### src/hdl/ffca_pkg.sv
`timescale 1ns / 1ps
// ----------------------------------------------------------------------------
// ffca_pkg
// Shared widths, codes and control structs of the first-fit chunk allocator.
// ----------------------------------------------------------------------------
package ffca_pkg;

  localparam int CB_W        = 13;  // chunk size register
  localparam int NCFG_W      = 7;   // pool size register
  localparam int BYTES_W     = 19;
  localparam int OFF_W       = 18;
  localparam int STATUS_W    = 2;
  localparam int REM_W       = 19;
  localparam int DIV_W       = 20;  // rounded-up byte count needs one more bit
  localparam int IN_TDATA_W  = 40;
  localparam int OUT_TDATA_W = 40;

  localparam logic [CB_W-1:0]   CB_MIN     = 13'd1;
  localparam logic [CB_W-1:0]   CB_MAX     = 13'd4096;
  localparam logic [CB_W-1:0]   CB_RESET   = 13'd64;
  localparam logic [NCFG_W-1:0] NCFG_RESET = 7'd64;

  // configuration register indexes
  localparam logic REG_CHUNK_BYTES = 1'b0;
  localparam logic REG_CHUNKS      = 1'b1;

  // request kinds
  localparam logic KIND_ALLOC = 1'b0;
  localparam logic KIND_FREE  = 1'b1;

  typedef enum logic [STATUS_W-1:0] {
    STAT_OK      = 2'd0,
    STAT_ZERO    = 2'd1,
    STAT_NORUN   = 2'd2,
    STAT_OUTSIDE = 2'd3
  } status_e;

  typedef enum logic [1:0] {
    MUL_POOL  = 2'd0,
    MUL_START = 2'd1,
    MUL_CNT   = 2'd2
  } mul_sel_e;

  typedef struct packed {
    logic     load_in;
    logic     div_start;
    logic     div_off;
    logic     need_we;
    logic     first_we;
    logic     mul_start;
    mul_sel_e mul_sel;
    logic     rd_init;
    logic     rd_run;
    logic     count_mode;
    logic     fill_alloc_init;
    logic     fill_free_init;
    logic     fill_step;
    logic     status_we;
    status_e  status;
    logic     start_we;
    logic     load_out;
  } cmd_t;

  typedef struct packed {
    logic kind;
    logic div_done;
    logic need_zero;
    logic need_gt_n;
    logic outside;
    logic found;
    logic rd_done;
    logic fill_last;
  } sts_t;

endpackage

### src/hdl/first_fit_chunk_allocator.sv
`timescale 1ns / 1ps
// ----------------------------------------------------------------------------
// first_fit_chunk_allocator
// First-fit contiguous allocator over a pool of equal chunks with a free bitmap.
// ----------------------------------------------------------------------------
// Each request word yields exactly one result word. Allocate (tuser = 0)
// rounds byte_count up to whole chunks, takes the lowest run of that many
// free chunks inside the pool and returns its byte offset; free (tuser = 1)
// releases the chunks from the one holding offset on, clipped at the pool
// end. Every result carries the free bytes left in the pool. After reset the
// block sweeps the bitmap to all-free before it takes the first request;
// config writes are taken at any time but must only be issued while the
// block is idle. One request at a time: the bitmap sits in a single-port-read
// memory walked one chunk per cycle, and chunk counts come from a bit-serial
// divider.
// A finished result waits in an output register, so the next request is
// taken while the previous result is still pending.
// ----------------------------------------------------------------------------
module first_fit_chunk_allocator #(
  parameter int MAX_CHUNKS = 64
) (
  input  logic                                clk_i,
  input  logic                                rst_ni,
  // config write channel
  input  logic                                cfg_valid_i,
  output logic                                cfg_ready_o,
  input  logic                                cfg_index_i,
  input  logic [ffca_pkg::CB_W-1:0]           cfg_data_i,
  // request stream
  input  logic                                s_axis_tvalid_i,
  output logic                                s_axis_tready_o,
  // [18:0] byte_count, [36:19] offset, [39:37] zero
  input  logic [ffca_pkg::IN_TDATA_W-1:0]     s_axis_tdata_i,
  // [0] kind
  input  logic                                s_axis_tuser_i,
  // result stream
  output logic                                m_axis_tvalid_o,
  input  logic                                m_axis_tready_i,
  // [1:0] status, [19:2] start_offset, [38:20] remaining_bytes, [39] zero
  output logic [ffca_pkg::OUT_TDATA_W-1:0]    m_axis_tdata_o
);

  ffca_pkg::cmd_t cmd;
  ffca_pkg::sts_t sts;

  // config registers are plain flops, always ready
  assign cfg_ready_o = 1'b1;

  ffca_ctrl u_ctrl (
    .clk_i       (clk_i),
    .rst_ni      (rst_ni),
    .in_valid_i  (s_axis_tvalid_i),
    .in_ready_o  (s_axis_tready_o),
    .out_valid_o (m_axis_tvalid_o),
    .out_ready_i (m_axis_tready_i),
    .sts_i       (sts),
    .cmd_o       (cmd)
  );

  ffca_datapath #(
    .MAX_CHUNKS (MAX_CHUNKS)
  ) u_dp (
    .clk_i       (clk_i),
    .rst_ni      (rst_ni),
    .cfg_we_i    (cfg_valid_i),
    .cfg_index_i (cfg_index_i),
    .cfg_data_i  (cfg_data_i),
    .in_kind_i   (s_axis_tuser_i),
    .in_data_i   (s_axis_tdata_i),
    .cmd_i       (cmd),
    .sts_o       (sts),
    .out_data_o  (m_axis_tdata_o)
  );

endmodule

### src/hdl/ffca_div.sv
`timescale 1ns / 1ps
// ----------------------------------------------------------------------------
// ffca_div
// Restoring divider, one quotient bit per cycle, by a chunk-sized divisor.
// ----------------------------------------------------------------------------
module ffca_div (
  input  logic                         clk_i,
  input  logic                         rst_ni,
  input  logic                         start_i,
  input  logic [ffca_pkg::DIV_W-1:0]   dividend_i,
  input  logic [ffca_pkg::CB_W-1:0]    divisor_i,
  output logic                         done_o,
  output logic [ffca_pkg::DIV_W-1:0]   quotient_o
);

  localparam int DW   = ffca_pkg::DIV_W;
  localparam int CBW  = ffca_pkg::CB_W;
  localparam int CNTW = $clog2(DW);

  logic            busy_q, busy_d;
  logic            done_q, done_d;
  logic [CNTW-1:0] cnt_q, cnt_d;
  logic [DW-1:0]   quo_q, quo_d;
  logic [CBW-1:0]  rem_q, rem_d;
  logic [CBW-1:0]  dvs_q, dvs_d;
  logic [CBW:0]    partial;
  logic            fits;

  assign partial = {rem_q, quo_q[DW-1]};
  assign fits    = partial >= {1'b0, dvs_q};

  always_comb begin
    busy_d = busy_q;
    done_d = 1'b0;
    cnt_d  = cnt_q;
    quo_d  = quo_q;
    rem_d  = rem_q;
    dvs_d  = dvs_q;
    if (start_i) begin
      busy_d = 1'b1;
      cnt_d  = '0;
      quo_d  = dividend_i;
      rem_d  = '0;
      dvs_d  = divisor_i;
    end else if (busy_q) begin
      quo_d = {quo_q[DW-2:0], fits};
      rem_d = fits ? CBW'(partial - {1'b0, dvs_q}) : partial[CBW-1:0];
      cnt_d = cnt_q + 1'b1;
      if (cnt_q == CNTW'(DW - 1)) begin
        busy_d = 1'b0;
        done_d = 1'b1;
      end
    end
  end

  always_ff @(posedge clk_i or negedge rst_ni) begin
    if (!rst_ni) begin
      busy_q <= 1'b0;
      done_q <= 1'b0;
      cnt_q  <= '0;
    end else begin
      busy_q <= busy_d;
      done_q <= done_d;
      cnt_q  <= cnt_d;
    end
  end

  always_ff @(posedge clk_i) begin
    quo_q <= quo_d;
    rem_q <= rem_d;
    dvs_q <= dvs_d;
  end

  assign done_o     = done_q;
  assign quotient_o = quo_q;

endmodule

### src/hdl/ffca_datapath.sv
`timescale 1ns / 1ps
// ----------------------------------------------------------------------------
// ffca_datapath
// Config registers, free bitmap memory, scan/count reader, fill writer,
// shared multiplier, divider and result register.
// ----------------------------------------------------------------------------
module ffca_datapath #(
  parameter int MAX_CHUNKS = 64
) (
  input  logic                               clk_i,
  input  logic                               rst_ni,
  input  logic                               cfg_we_i,
  input  logic                               cfg_index_i,
  input  logic [ffca_pkg::CB_W-1:0]          cfg_data_i,
  input  logic                               in_kind_i,
  input  logic [ffca_pkg::IN_TDATA_W-1:0]    in_data_i,
  input  ffca_pkg::cmd_t                     cmd_i,
  output ffca_pkg::sts_t                     sts_o,
  output logic [ffca_pkg::OUT_TDATA_W-1:0]   out_data_o
);

  localparam int IW  = $clog2(MAX_CHUNKS);
  localparam int CW  = $clog2(MAX_CHUNKS + 1);
  localparam int CBW = ffca_pkg::CB_W;
  localparam int QW  = ffca_pkg::DIV_W;
  localparam int PW  = CW + CBW;
  localparam int BW  = ffca_pkg::BYTES_W;
  localparam int OW  = ffca_pkg::OFF_W;
  localparam int RW  = ffca_pkg::REM_W;
  localparam int SW  = ffca_pkg::STATUS_W;

  // config
  logic [CBW-1:0]              cb_cfg_q;
  logic [ffca_pkg::NCFG_W-1:0] n_cfg_q;
  logic [CBW-1:0]              cb_eff;
  logic [CW-1:0]               n_eff;

  always_ff @(posedge clk_i or negedge rst_ni) begin
    if (!rst_ni) begin
      cb_cfg_q <= ffca_pkg::CB_RESET;
      n_cfg_q  <= ffca_pkg::NCFG_RESET;
    end else if (cfg_we_i) begin
      case (cfg_index_i)
        ffca_pkg::REG_CHUNK_BYTES: cb_cfg_q <= cfg_data_i;
        ffca_pkg::REG_CHUNKS:      n_cfg_q  <= cfg_data_i[ffca_pkg::NCFG_W-1:0];
        default: ;
      endcase
    end
  end

  always_comb begin
    if (cb_cfg_q < ffca_pkg::CB_MIN)      cb_eff = ffca_pkg::CB_MIN;
    else if (cb_cfg_q > ffca_pkg::CB_MAX) cb_eff = ffca_pkg::CB_MAX;
    else                                  cb_eff = cb_cfg_q;
    if (n_cfg_q == '0)                             n_eff = CW'(1);
    else if (32'(n_cfg_q) > 32'(MAX_CHUNKS))       n_eff = CW'(MAX_CHUNKS);
    else                                           n_eff = CW'(n_cfg_q);
  end

  // request
  logic          kind_q;
  logic [BW-1:0] bytes_q;
  logic [OW-1:0] off_q;
  logic [QW-1:0] need_q;
  logic [QW-1:0] first_q;

  // divider
  logic [QW-1:0] div_dividend;
  logic          div_done;
  logic [QW-1:0] div_quo;

  assign div_dividend = cmd_i.div_off ? QW'(off_q)
                                      : QW'(bytes_q) + QW'(cb_eff) - QW'(1);

  ffca_div u_div (
    .clk_i      (clk_i),
    .rst_ni     (rst_ni),
    .start_i    (cmd_i.div_start),
    .dividend_i (div_dividend),
    .divisor_i  (cb_eff),
    .done_o     (div_done),
    .quotient_o (div_quo)
  );

  // bitmap memory, one bit per chunk, 1 = free
  logic          free_mem_q [MAX_CHUNKS];
  logic          rd_data_q;
  logic [CW-1:0] rd_addr_q;
  logic          rd_pend_q;
  logic [IW-1:0] rd_idx_q;
  logic [CW-1:0] run_q;
  logic [CW-1:0] cnt_q;
  logic          found_q;
  logic [IW-1:0] found_idx_q;
  logic          rd_issue;
  logic          rd_take;

  logic [IW-1:0] wr_idx_q;
  logic [CW-1:0] fill_hi_q;
  logic          fill_val_q;
  logic [QW:0]   free_end;
  logic [CW-1:0] free_last;

  assign rd_issue = cmd_i.rd_run && (rd_addr_q < n_eff) && !found_q;
  assign rd_take  = cmd_i.rd_run && rd_pend_q && !found_q;

  assign free_end  = {1'b0, first_q} + {1'b0, need_q};
  assign free_last = (free_end > (QW + 1)'(n_eff)) ? n_eff : free_end[CW-1:0];

  always_ff @(posedge clk_i) begin
    if (cmd_i.fill_step) free_mem_q[wr_idx_q] <= fill_val_q;
    if (rd_issue)        rd_data_q <= free_mem_q[rd_addr_q[IW-1:0]];
  end

  always_ff @(posedge clk_i or negedge rst_ni) begin
    if (!rst_ni) begin
      rd_addr_q   <= '0;
      rd_pend_q   <= 1'b0;
      rd_idx_q    <= '0;
      run_q       <= '0;
      cnt_q       <= '0;
      found_q     <= 1'b0;
      found_idx_q <= '0;
      // reset state sweeps the whole memory to free
      wr_idx_q    <= '0;
      fill_hi_q   <= CW'(MAX_CHUNKS);
      fill_val_q  <= 1'b1;
    end else begin
      if (cmd_i.rd_init) begin
        rd_addr_q <= '0;
        rd_pend_q <= 1'b0;
        run_q     <= '0;
        cnt_q     <= '0;
        found_q   <= 1'b0;
      end else if (cmd_i.rd_run) begin
        rd_pend_q <= rd_issue;
        if (rd_issue) begin
          rd_addr_q <= rd_addr_q + 1'b1;
          rd_idx_q  <= rd_addr_q[IW-1:0];
        end
        if (rd_take) begin
          if (cmd_i.count_mode) begin
            cnt_q <= cnt_q + CW'(rd_data_q);
          end else if (rd_data_q) begin
            run_q <= run_q + 1'b1;
            if (CW'(run_q + 1'b1) == need_q[CW-1:0]) begin
              found_q     <= 1'b1;
              found_idx_q <= rd_idx_q - need_q[IW-1:0] + IW'(1);
            end
          end else begin
            run_q <= '0;
          end
        end
      end

      if (cmd_i.fill_alloc_init) begin
        wr_idx_q   <= found_idx_q;
        fill_hi_q  <= CW'(found_idx_q) + need_q[CW-1:0];
        fill_val_q <= 1'b0;
      end else if (cmd_i.fill_free_init) begin
        wr_idx_q   <= first_q[IW-1:0];
        fill_hi_q  <= free_last;
        fill_val_q <= 1'b1;
      end else if (cmd_i.fill_step) begin
        wr_idx_q <= wr_idx_q + 1'b1;
      end
    end
  end

  // shared multiplier, pool size, chunk index or count times chunk size
  logic [CW-1:0]  mul_a;
  logic [PW-1:0]  prod_q;

  always_comb begin
    case (cmd_i.mul_sel)
      ffca_pkg::MUL_POOL:  mul_a = n_eff;
      ffca_pkg::MUL_START: mul_a = CW'(found_idx_q);
      ffca_pkg::MUL_CNT:   mul_a = cnt_q;
      default:             mul_a = n_eff;
    endcase
  end

  // work and result registers
  logic [SW-1:0] status_q;
  logic [OW-1:0] start_q;
  logic [SW-1:0] out_status_q;
  logic [OW-1:0] out_start_q;
  logic [RW-1:0] out_rem_q;

  always_ff @(posedge clk_i) begin
    if (cmd_i.load_in) begin
      kind_q   <= in_kind_i;
      bytes_q  <= in_data_i[BW-1:0];
      off_q    <= in_data_i[BW+OW-1:BW];
      status_q <= ffca_pkg::STAT_OK;
      start_q  <= '0;
    end else begin
      if (cmd_i.status_we) status_q <= cmd_i.status;
      if (cmd_i.start_we)  start_q  <= prod_q[OW-1:0];
    end
    if (cmd_i.need_we)   need_q  <= div_quo;
    if (cmd_i.first_we)  first_q <= div_quo;
    if (cmd_i.mul_start) prod_q  <= PW'(mul_a) * PW'(cb_eff);
    if (cmd_i.load_out) begin
      out_status_q <= status_q;
      out_start_q  <= start_q;
      out_rem_q    <= prod_q[RW-1:0];
    end
  end

  always_comb begin
    sts_o           = '0;
    sts_o.kind      = kind_q;
    sts_o.div_done  = div_done;
    sts_o.need_zero = (need_q == '0);
    sts_o.need_gt_n = (need_q > QW'(n_eff));
    sts_o.outside   = (32'(off_q) >= 32'(prod_q));
    sts_o.found     = found_q;
    sts_o.rd_done   = !rd_pend_q && (rd_addr_q >= n_eff);
    sts_o.fill_last = (CW'(wr_idx_q) + CW'(1)) == fill_hi_q;
  end

  assign out_data_o = {1'b0, out_rem_q, out_start_q, out_status_q};

endmodule

### src/hdl/ffca_ctrl.sv
`timescale 1ns / 1ps
// ----------------------------------------------------------------------------
// ffca_ctrl
// Sequencer for one request: divide, search or range check, bitmap update,
// free count sweep, result handoff.
// ----------------------------------------------------------------------------
module ffca_ctrl (
  input  logic           clk_i,
  input  logic           rst_ni,
  input  logic           in_valid_i,
  output logic           in_ready_o,
  output logic           out_valid_o,
  input  logic           out_ready_i,
  input  ffca_pkg::sts_t sts_i,
  output ffca_pkg::cmd_t cmd_o
);

  typedef enum logic [4:0] {
    S_CLEAR,
    S_IDLE,
    S_DIV_NEED,
    S_WAIT_NEED,
    S_ALLOC_CHK,
    S_SCAN,
    S_MARK,
    S_MUL_START,
    S_LATCH_START,
    S_DIV_OFF,
    S_WAIT_OFF,
    S_FREE_CHK,
    S_FILL,
    S_COUNT_INIT,
    S_COUNT,
    S_MUL_REM,
    S_OUT
  } state_e;

  state_e state_q, state_d;
  logic   out_valid_q;

  always_comb begin
    state_d    = state_q;
    cmd_o      = '0;
    in_ready_o = 1'b0;
    case (state_q)
      S_CLEAR: begin
        cmd_o.fill_step = 1'b1;
        if (sts_i.fill_last) state_d = S_IDLE;
      end
      S_IDLE: begin
        in_ready_o = 1'b1;
        if (in_valid_i) begin
          cmd_o.load_in = 1'b1;
          state_d       = S_DIV_NEED;
        end
      end
      S_DIV_NEED: begin
        cmd_o.div_start = 1'b1;
        state_d         = S_WAIT_NEED;
      end
      S_WAIT_NEED: begin
        if (sts_i.div_done) begin
          cmd_o.need_we = 1'b1;
          state_d = (sts_i.kind == ffca_pkg::KIND_FREE) ? S_DIV_OFF : S_ALLOC_CHK;
        end
      end
      S_ALLOC_CHK: begin
        if (sts_i.need_zero) begin
          cmd_o.status_we = 1'b1;
          cmd_o.status    = ffca_pkg::STAT_ZERO;
          state_d         = S_COUNT_INIT;
        end else if (sts_i.need_gt_n) begin
          cmd_o.status_we = 1'b1;
          cmd_o.status    = ffca_pkg::STAT_NORUN;
          state_d         = S_COUNT_INIT;
        end else begin
          cmd_o.rd_init = 1'b1;
          state_d       = S_SCAN;
        end
      end
      S_SCAN: begin
        cmd_o.rd_run = 1'b1;
        if (sts_i.found) begin
          cmd_o.fill_alloc_init = 1'b1;
          state_d               = S_MARK;
        end else if (sts_i.rd_done) begin
          cmd_o.status_we = 1'b1;
          cmd_o.status    = ffca_pkg::STAT_NORUN;
          state_d         = S_COUNT_INIT;
        end
      end
      S_MARK: begin
        cmd_o.fill_step = 1'b1;
        if (sts_i.fill_last) state_d = S_MUL_START;
      end
      S_MUL_START: begin
        cmd_o.mul_start = 1'b1;
        cmd_o.mul_sel   = ffca_pkg::MUL_START;
        state_d         = S_LATCH_START;
      end
      S_LATCH_START: begin
        cmd_o.start_we = 1'b1;
        cmd_o.rd_init  = 1'b1;
        state_d        = S_COUNT;
      end
      S_DIV_OFF: begin
        cmd_o.div_start = 1'b1;
        cmd_o.div_off   = 1'b1;
        cmd_o.mul_start = 1'b1;
        cmd_o.mul_sel   = ffca_pkg::MUL_POOL;
        state_d         = S_WAIT_OFF;
      end
      S_WAIT_OFF: begin
        if (sts_i.div_done) begin
          cmd_o.first_we = 1'b1;
          state_d        = S_FREE_CHK;
        end
      end
      S_FREE_CHK: begin
        if (sts_i.outside) begin
          cmd_o.status_we = 1'b1;
          cmd_o.status    = ffca_pkg::STAT_OUTSIDE;
          state_d         = S_COUNT_INIT;
        end else if (sts_i.need_zero) begin
          cmd_o.status_we = 1'b1;
          cmd_o.status    = ffca_pkg::STAT_ZERO;
          state_d         = S_COUNT_INIT;
        end else begin
          cmd_o.fill_free_init = 1'b1;
          state_d              = S_FILL;
        end
      end
      S_FILL: begin
        cmd_o.fill_step = 1'b1;
        if (sts_i.fill_last) state_d = S_COUNT_INIT;
      end
      S_COUNT_INIT: begin
        cmd_o.rd_init = 1'b1;
        state_d       = S_COUNT;
      end
      S_COUNT: begin
        cmd_o.rd_run     = 1'b1;
        cmd_o.count_mode = 1'b1;
        if (sts_i.rd_done) state_d = S_MUL_REM;
      end
      S_MUL_REM: begin
        cmd_o.mul_start = 1'b1;
        cmd_o.mul_sel   = ffca_pkg::MUL_CNT;
        state_d         = S_OUT;
      end
      S_OUT: begin
        if (!out_valid_q || out_ready_i) begin
          cmd_o.load_out = 1'b1;
          state_d        = S_IDLE;
        end
      end
      default: state_d = S_IDLE;
    endcase
  end

  always_ff @(posedge clk_i or negedge rst_ni) begin
    if (!rst_ni) begin
      state_q     <= S_CLEAR;
      out_valid_q <= 1'b0;
    end else begin
      state_q <= state_d;
      if (cmd_o.load_out)   out_valid_q <= 1'b1;
      else if (out_ready_i) out_valid_q <= 1'b0;
    end
  end

  assign out_valid_o = out_valid_q;

endmodule

### config.mk
export PLATFORM = sky130hd
export DESIGN_NAME = first_fit_chunk_allocator
export DESIGN_NICKNAME = d
export VERILOG_FILES = /design/src/hdl/ffca_pkg.sv /design/src/hdl/first_fit_chunk_allocator.sv /design/src/hdl/ffca_div.sv /design/src/hdl/ffca_datapath.sv /design/src/hdl/ffca_ctrl.sv
export SDC_FILE = /design/constraint.sdc
export NUM_CORES = 1
export LEC_CHECK = 0
export ABC_CLOCK_PERIOD_IN_PS = 19190
export BUFFER_PORTS_ARGS = -buffer_cell sky130_fd_sc_hd__clkbuf_2
export CAP_MARGIN = 30
export CORE_AREA = 2 2 158 238
export CTS_CLUSTER_SIZE = 30
export DETAILED_ROUTE_END_ITERATION = 8
export DIE_AREA = 0 0 160 240
export PLACE_DENSITY = 0.77
export SLEW_MARGIN = 10
export SYNTH_ARGS = -nofsm -noshare
export SYNTH_HDL_FRONTEND = slang
export SYNTH_HIERARCHICAL = 1
export SYNTH_SLANG_ARGS = --single-unit
### constraint.sdc
create_clock -name clk_i -period 19.19 [get_ports clk_i]
set_input_delay 1.919 -clock clk_i [delete_from_list [all_inputs] [get_ports clk_i]]
set_output_delay 1.919 -clock clk_i [all_outputs]
set_load 0.01 [all_outputs]
==> results_dict.tcl <==
set metrics [dict create \
    dp_hpwl_mm 39.9 \
    cts_max_level 1 \
    synth_area_um2 21500 \
    cts_setup_buffers 0 \
    synth_top_area_cell "edfxtp_1" \
    worstMarginPinSlew_ns 0.851 \
    clock.fmax_ghz 0.138 \
    status "complete, no violations" \
    drive_gt1_frac 0.133 \
    ant_nets 0 \
    synth_edf_count 235 \
    crit_chain "nand2_1 > nor2_1 > inv_1 > ha_1 > a221oi_1 > a21o_1 > nor2_1 > fa_1 > fa_1 > fa_1 > inv_1 > fa_1 > inv_1 > ha_1 > a21oi_1 > o21ai_0 > a211oi_1 > nor3_1 > or3_1 > a21oi_1 > xnor2_1" \
    synth_seq_area_share 0.454 \
    synthXorXnorAreaFrac 0.0362 \
    drc_errors 0 \
    slew_headroom 0.433 \
    synth_cell_types 90 \
    numCtsBuffers 31 \
    design_area_um2 23500 \
    cts_sinks 350 \
    grt_setup_unrepaired "false" \
    die_w_um 160 \
    reg2reg_depth 21 \
    period_needed_ns 7.25 \
    dpl_cell_area_um2 22400 \
    avgSynthCellArea_um2 10.7 \
    syn-num-nets 2301 \
    antenna_found_initial 2 \
    crit_end "u_dp/prod_q[18]" \
    first_pass_iters 6 \
    critPathMaxFanout 25 \
    syn_inst 2018 \
    hold_buffers 0 \
    synthSimpleGateAreaFrac 0.137 \
    grt_max_degree 66 \
    synthArstFlopShare 0.234 \
    critical_path_class "register to register" \
    rows 86 \
    track_usage 0.275 \
    synth_warnings 6 \
    min_path_type "register to register" \
    route.vias.total 15500 \
    synthTopCellsByArea "edfxtp_1, ha_1, dfrtp_1" \
    cts_root_buf "clkbuf_16" \
    grt-ovfl-total 0 \
    synth_top_cell_area_share 0.328 \
    reg2reg_slack_ns 11.94 \
    r2r_start "u_ctrl/state_q[0]" \
    skew_ns 0.0311 \
    cts_tree "yes" \
    io_buffers 97 \
    crit_path_start "u_ctrl/state_q[0]" \
    yosys_most_used_dff "edfxtp_1" \
    grt_pass1_vias 15800 \
    layout.nets 2376 \
    crit_path_end_kind "register" \
    die_h_um 240 \
    arrival_ns 7.60 \
    cp_common_cell "fa_1" \
    insertion_delay_ns 0.60 \
    synth_compound_area_frac 0.102 \
    cts_resized 0 \
    die_area_um2 38400 \
    muxShareOfSynthArea 0.0722 \
    place_congestion 0.910 \
    slowest_stage "dfrtp_1" \
    max-clock-path-buffers 3 \
    areaGrowthSynthToFinish_pct 9.16 \
    p_leak_nw 9.93 \
    synth_top_family_by_area "adder cells" \
    reg2reg_to "u_dp/prod_q[18]" \
    cap_violations 0 \
    viasPerCell 5.94 \
    worstPathRequired_ns 19.54 \
    setup_tns_ns 0 \
    start_util 0.592 \
    p_per_area_nw_per_um2 146 \
    grt_first_pass_wirelength_mm 82.5 \
    hold_violations 0 \
    maxSlewViolCount 0 \
    drt_iter0_markers 1304 \
    yosys.area_share.adder 0.150 \
    ys_seq_elements 350 \
    ir_drop_mv 0.146 \
    num_io_pins 103 \
    wl_per_cell_um 20.1 \
    slowest_delay_ns 0.89 \
    cp-start-kind "register" \
    wl_mm 52.3 \
    fin_crit_sh 0.378 \
    finalSetupViolCount 0 \
    clk_pin_slew_ns 0.07 \
    core_um2 36400 \
]
## flip-flops by register name, indices dropped and copies added (netlist names), 13 cells and up
register	flops
u_dp/free_mem_q	64
u_dp/first_q	20
u_dp/need_q	20
u_dp/prod_q	20
u_dp/u_div/quotient_o	20
u_dp/bytes_q	19
u_dp/out_rem_q	19
u_dp/off_q	18
u_dp/out_start_q	18
u_dp/start_q	18
u_dp/cb_cfg_q	13
u_dp/u_div/dvs_q	13
u_dp/u_div/rem_q	13
## critical path, delay by kind of cell, from the launching register on
kind	cells	cell delay [ns]
DFF	1	0.89
and+or+nand+nor	5	1.05
AOI/OAI and AO/OA	6	1.79
xor gates and xnor gates	1	0.08
adders and majority gates	6	3.03
buffers and inverters	3	0.18
## metrics by stage
stage | worst slack, ns | cells | hold WS (ns) | util | total power, mW
finish | 11.94 | 2604 | 0.423 | 0.646 | 3.43
floorplan | 13.03 | 2018 | 0.408 | - | 2.41
detailed placement | 12.06 | 2540 | 0.414 | 0.617 | 2.80
global route | 11.50 | 2604 | 0.425 | 0.646 | 3.68
CTS | 12.00 | 2598 | 0.424 | 0.645 | 3.43
global placement | 12.19 | 2539 | 0.413 | 0.617 | 2.73
## where the power goes
group	leakage [nW]	switching (mW)	internal, mW
sequential	3.45	0.169	1.05
combinational	5.99	0.913	0.675
clock	0.490	0.281	0.342
## logic make-up (layout without fill, tap and decap cells)
kind of cell / Yosys count / after routing
AOI/OAI and AO/OA: 340 / 340
xor gates and xnor gates: 89 / 89
adders and majority gates: 223 / 223
buffers and inverters: 263 / 363
DFF: 350 / 350
muxes: 120 / 120
other: 2 / 4
and+or+nand+nor: 631 / 631
## how the worst min path moves through the flow
| stage | startpoint | to | cells after the start |
|---|---|---|---|
| after floorplan | u_dp/start_q[0] | u_dp/out_start_q[0] | 0 |
| after global placement | u_dp/start_q[15] | u_dp/out_start_q[15] | 0 |
| after detailed placement | u_dp/start_q[3] | u_dp/out_start_q[3] | 0 |
| after CTS | u_dp/start_q[3] | u_dp/out_start_q[3] | 0 |
| after global routing | u_dp/start_q[3] | u_dp/out_start_q[3] | 0 |
| final | u_dp/start_q[3] | u_dp/out_start_q[3] | 0 |
## per-layer routing
layer  track usage  wire [um]  up-vias
li1              -          -     7249
met1         0.290      18600     7648
met2         0.531      28700      434
met3        0.0279       2020      136
met4         0.153       3050        0
met5             0          0        -
## cell type report
class | instances | area (um^2)
Clock inverter | 19 | 178
Fill cell | 2893 | 12900
Inverter | 190 | 713
Antenna cell | 2 | 5.00
Multi-Input combinational cell | 1405 | 10800
Clock buffer | 39 | 816
Timing Repair Buffer | 115 | 656
Sequential cell | 350 | 9770
Tap cell | 484 | 606
## synth_stat cells, types with 34 or more instances
cell type / n
o21ai_0: 96
nor2_1: 252
fa_1: 59
ha_1: 164
xnor2_1: 46
edfxtp_1: 235
nand2_1: 154
clkbuf_1: 54
mux2i_1: 44
xor2_1: 43
a21oi_1: 82
mux2_2: 49
nor3_1: 34
inv_1: 189
dfrtp_1: 78
## placed cells by master, fill, tap and decap left out, types with 16 or more instances in the layout
master | Yosys | layout
nor2_1 | 252 | 251
a211oi_1 | 17 | 17
o21ai_0 | 96 | 96
nor3_1 | 34 | 32
ha_1 | 164 | 164
dfrtp_1 | 78 | 78
buf_4 | 6 | 16
xnor2_1 | 46 | 46
dfxtp_1 | 33 | 33
clkbuf_2 | 0 | 96
nand4_1 | 17 | 17
fa_1 | 59 | 59
edfxtp_1 | 235 | 235
mux2_2 | 49 | 49
nand3_1 | 27 | 27
xor2_1 | 43 | 43
nand2_1 | 154 | 154
inv_1 | 189 | 189
a21o_1 | 33 | 33
mux2i_1 | 44 | 44
a21oi_1 | 82 | 82
clkbuf_16 | 0 | 31
nand2b_1 | 27 | 27
nor2b_1 | 33 | 33
mux4_2 | 21 | 21
(Power assumes the default switching activity.)
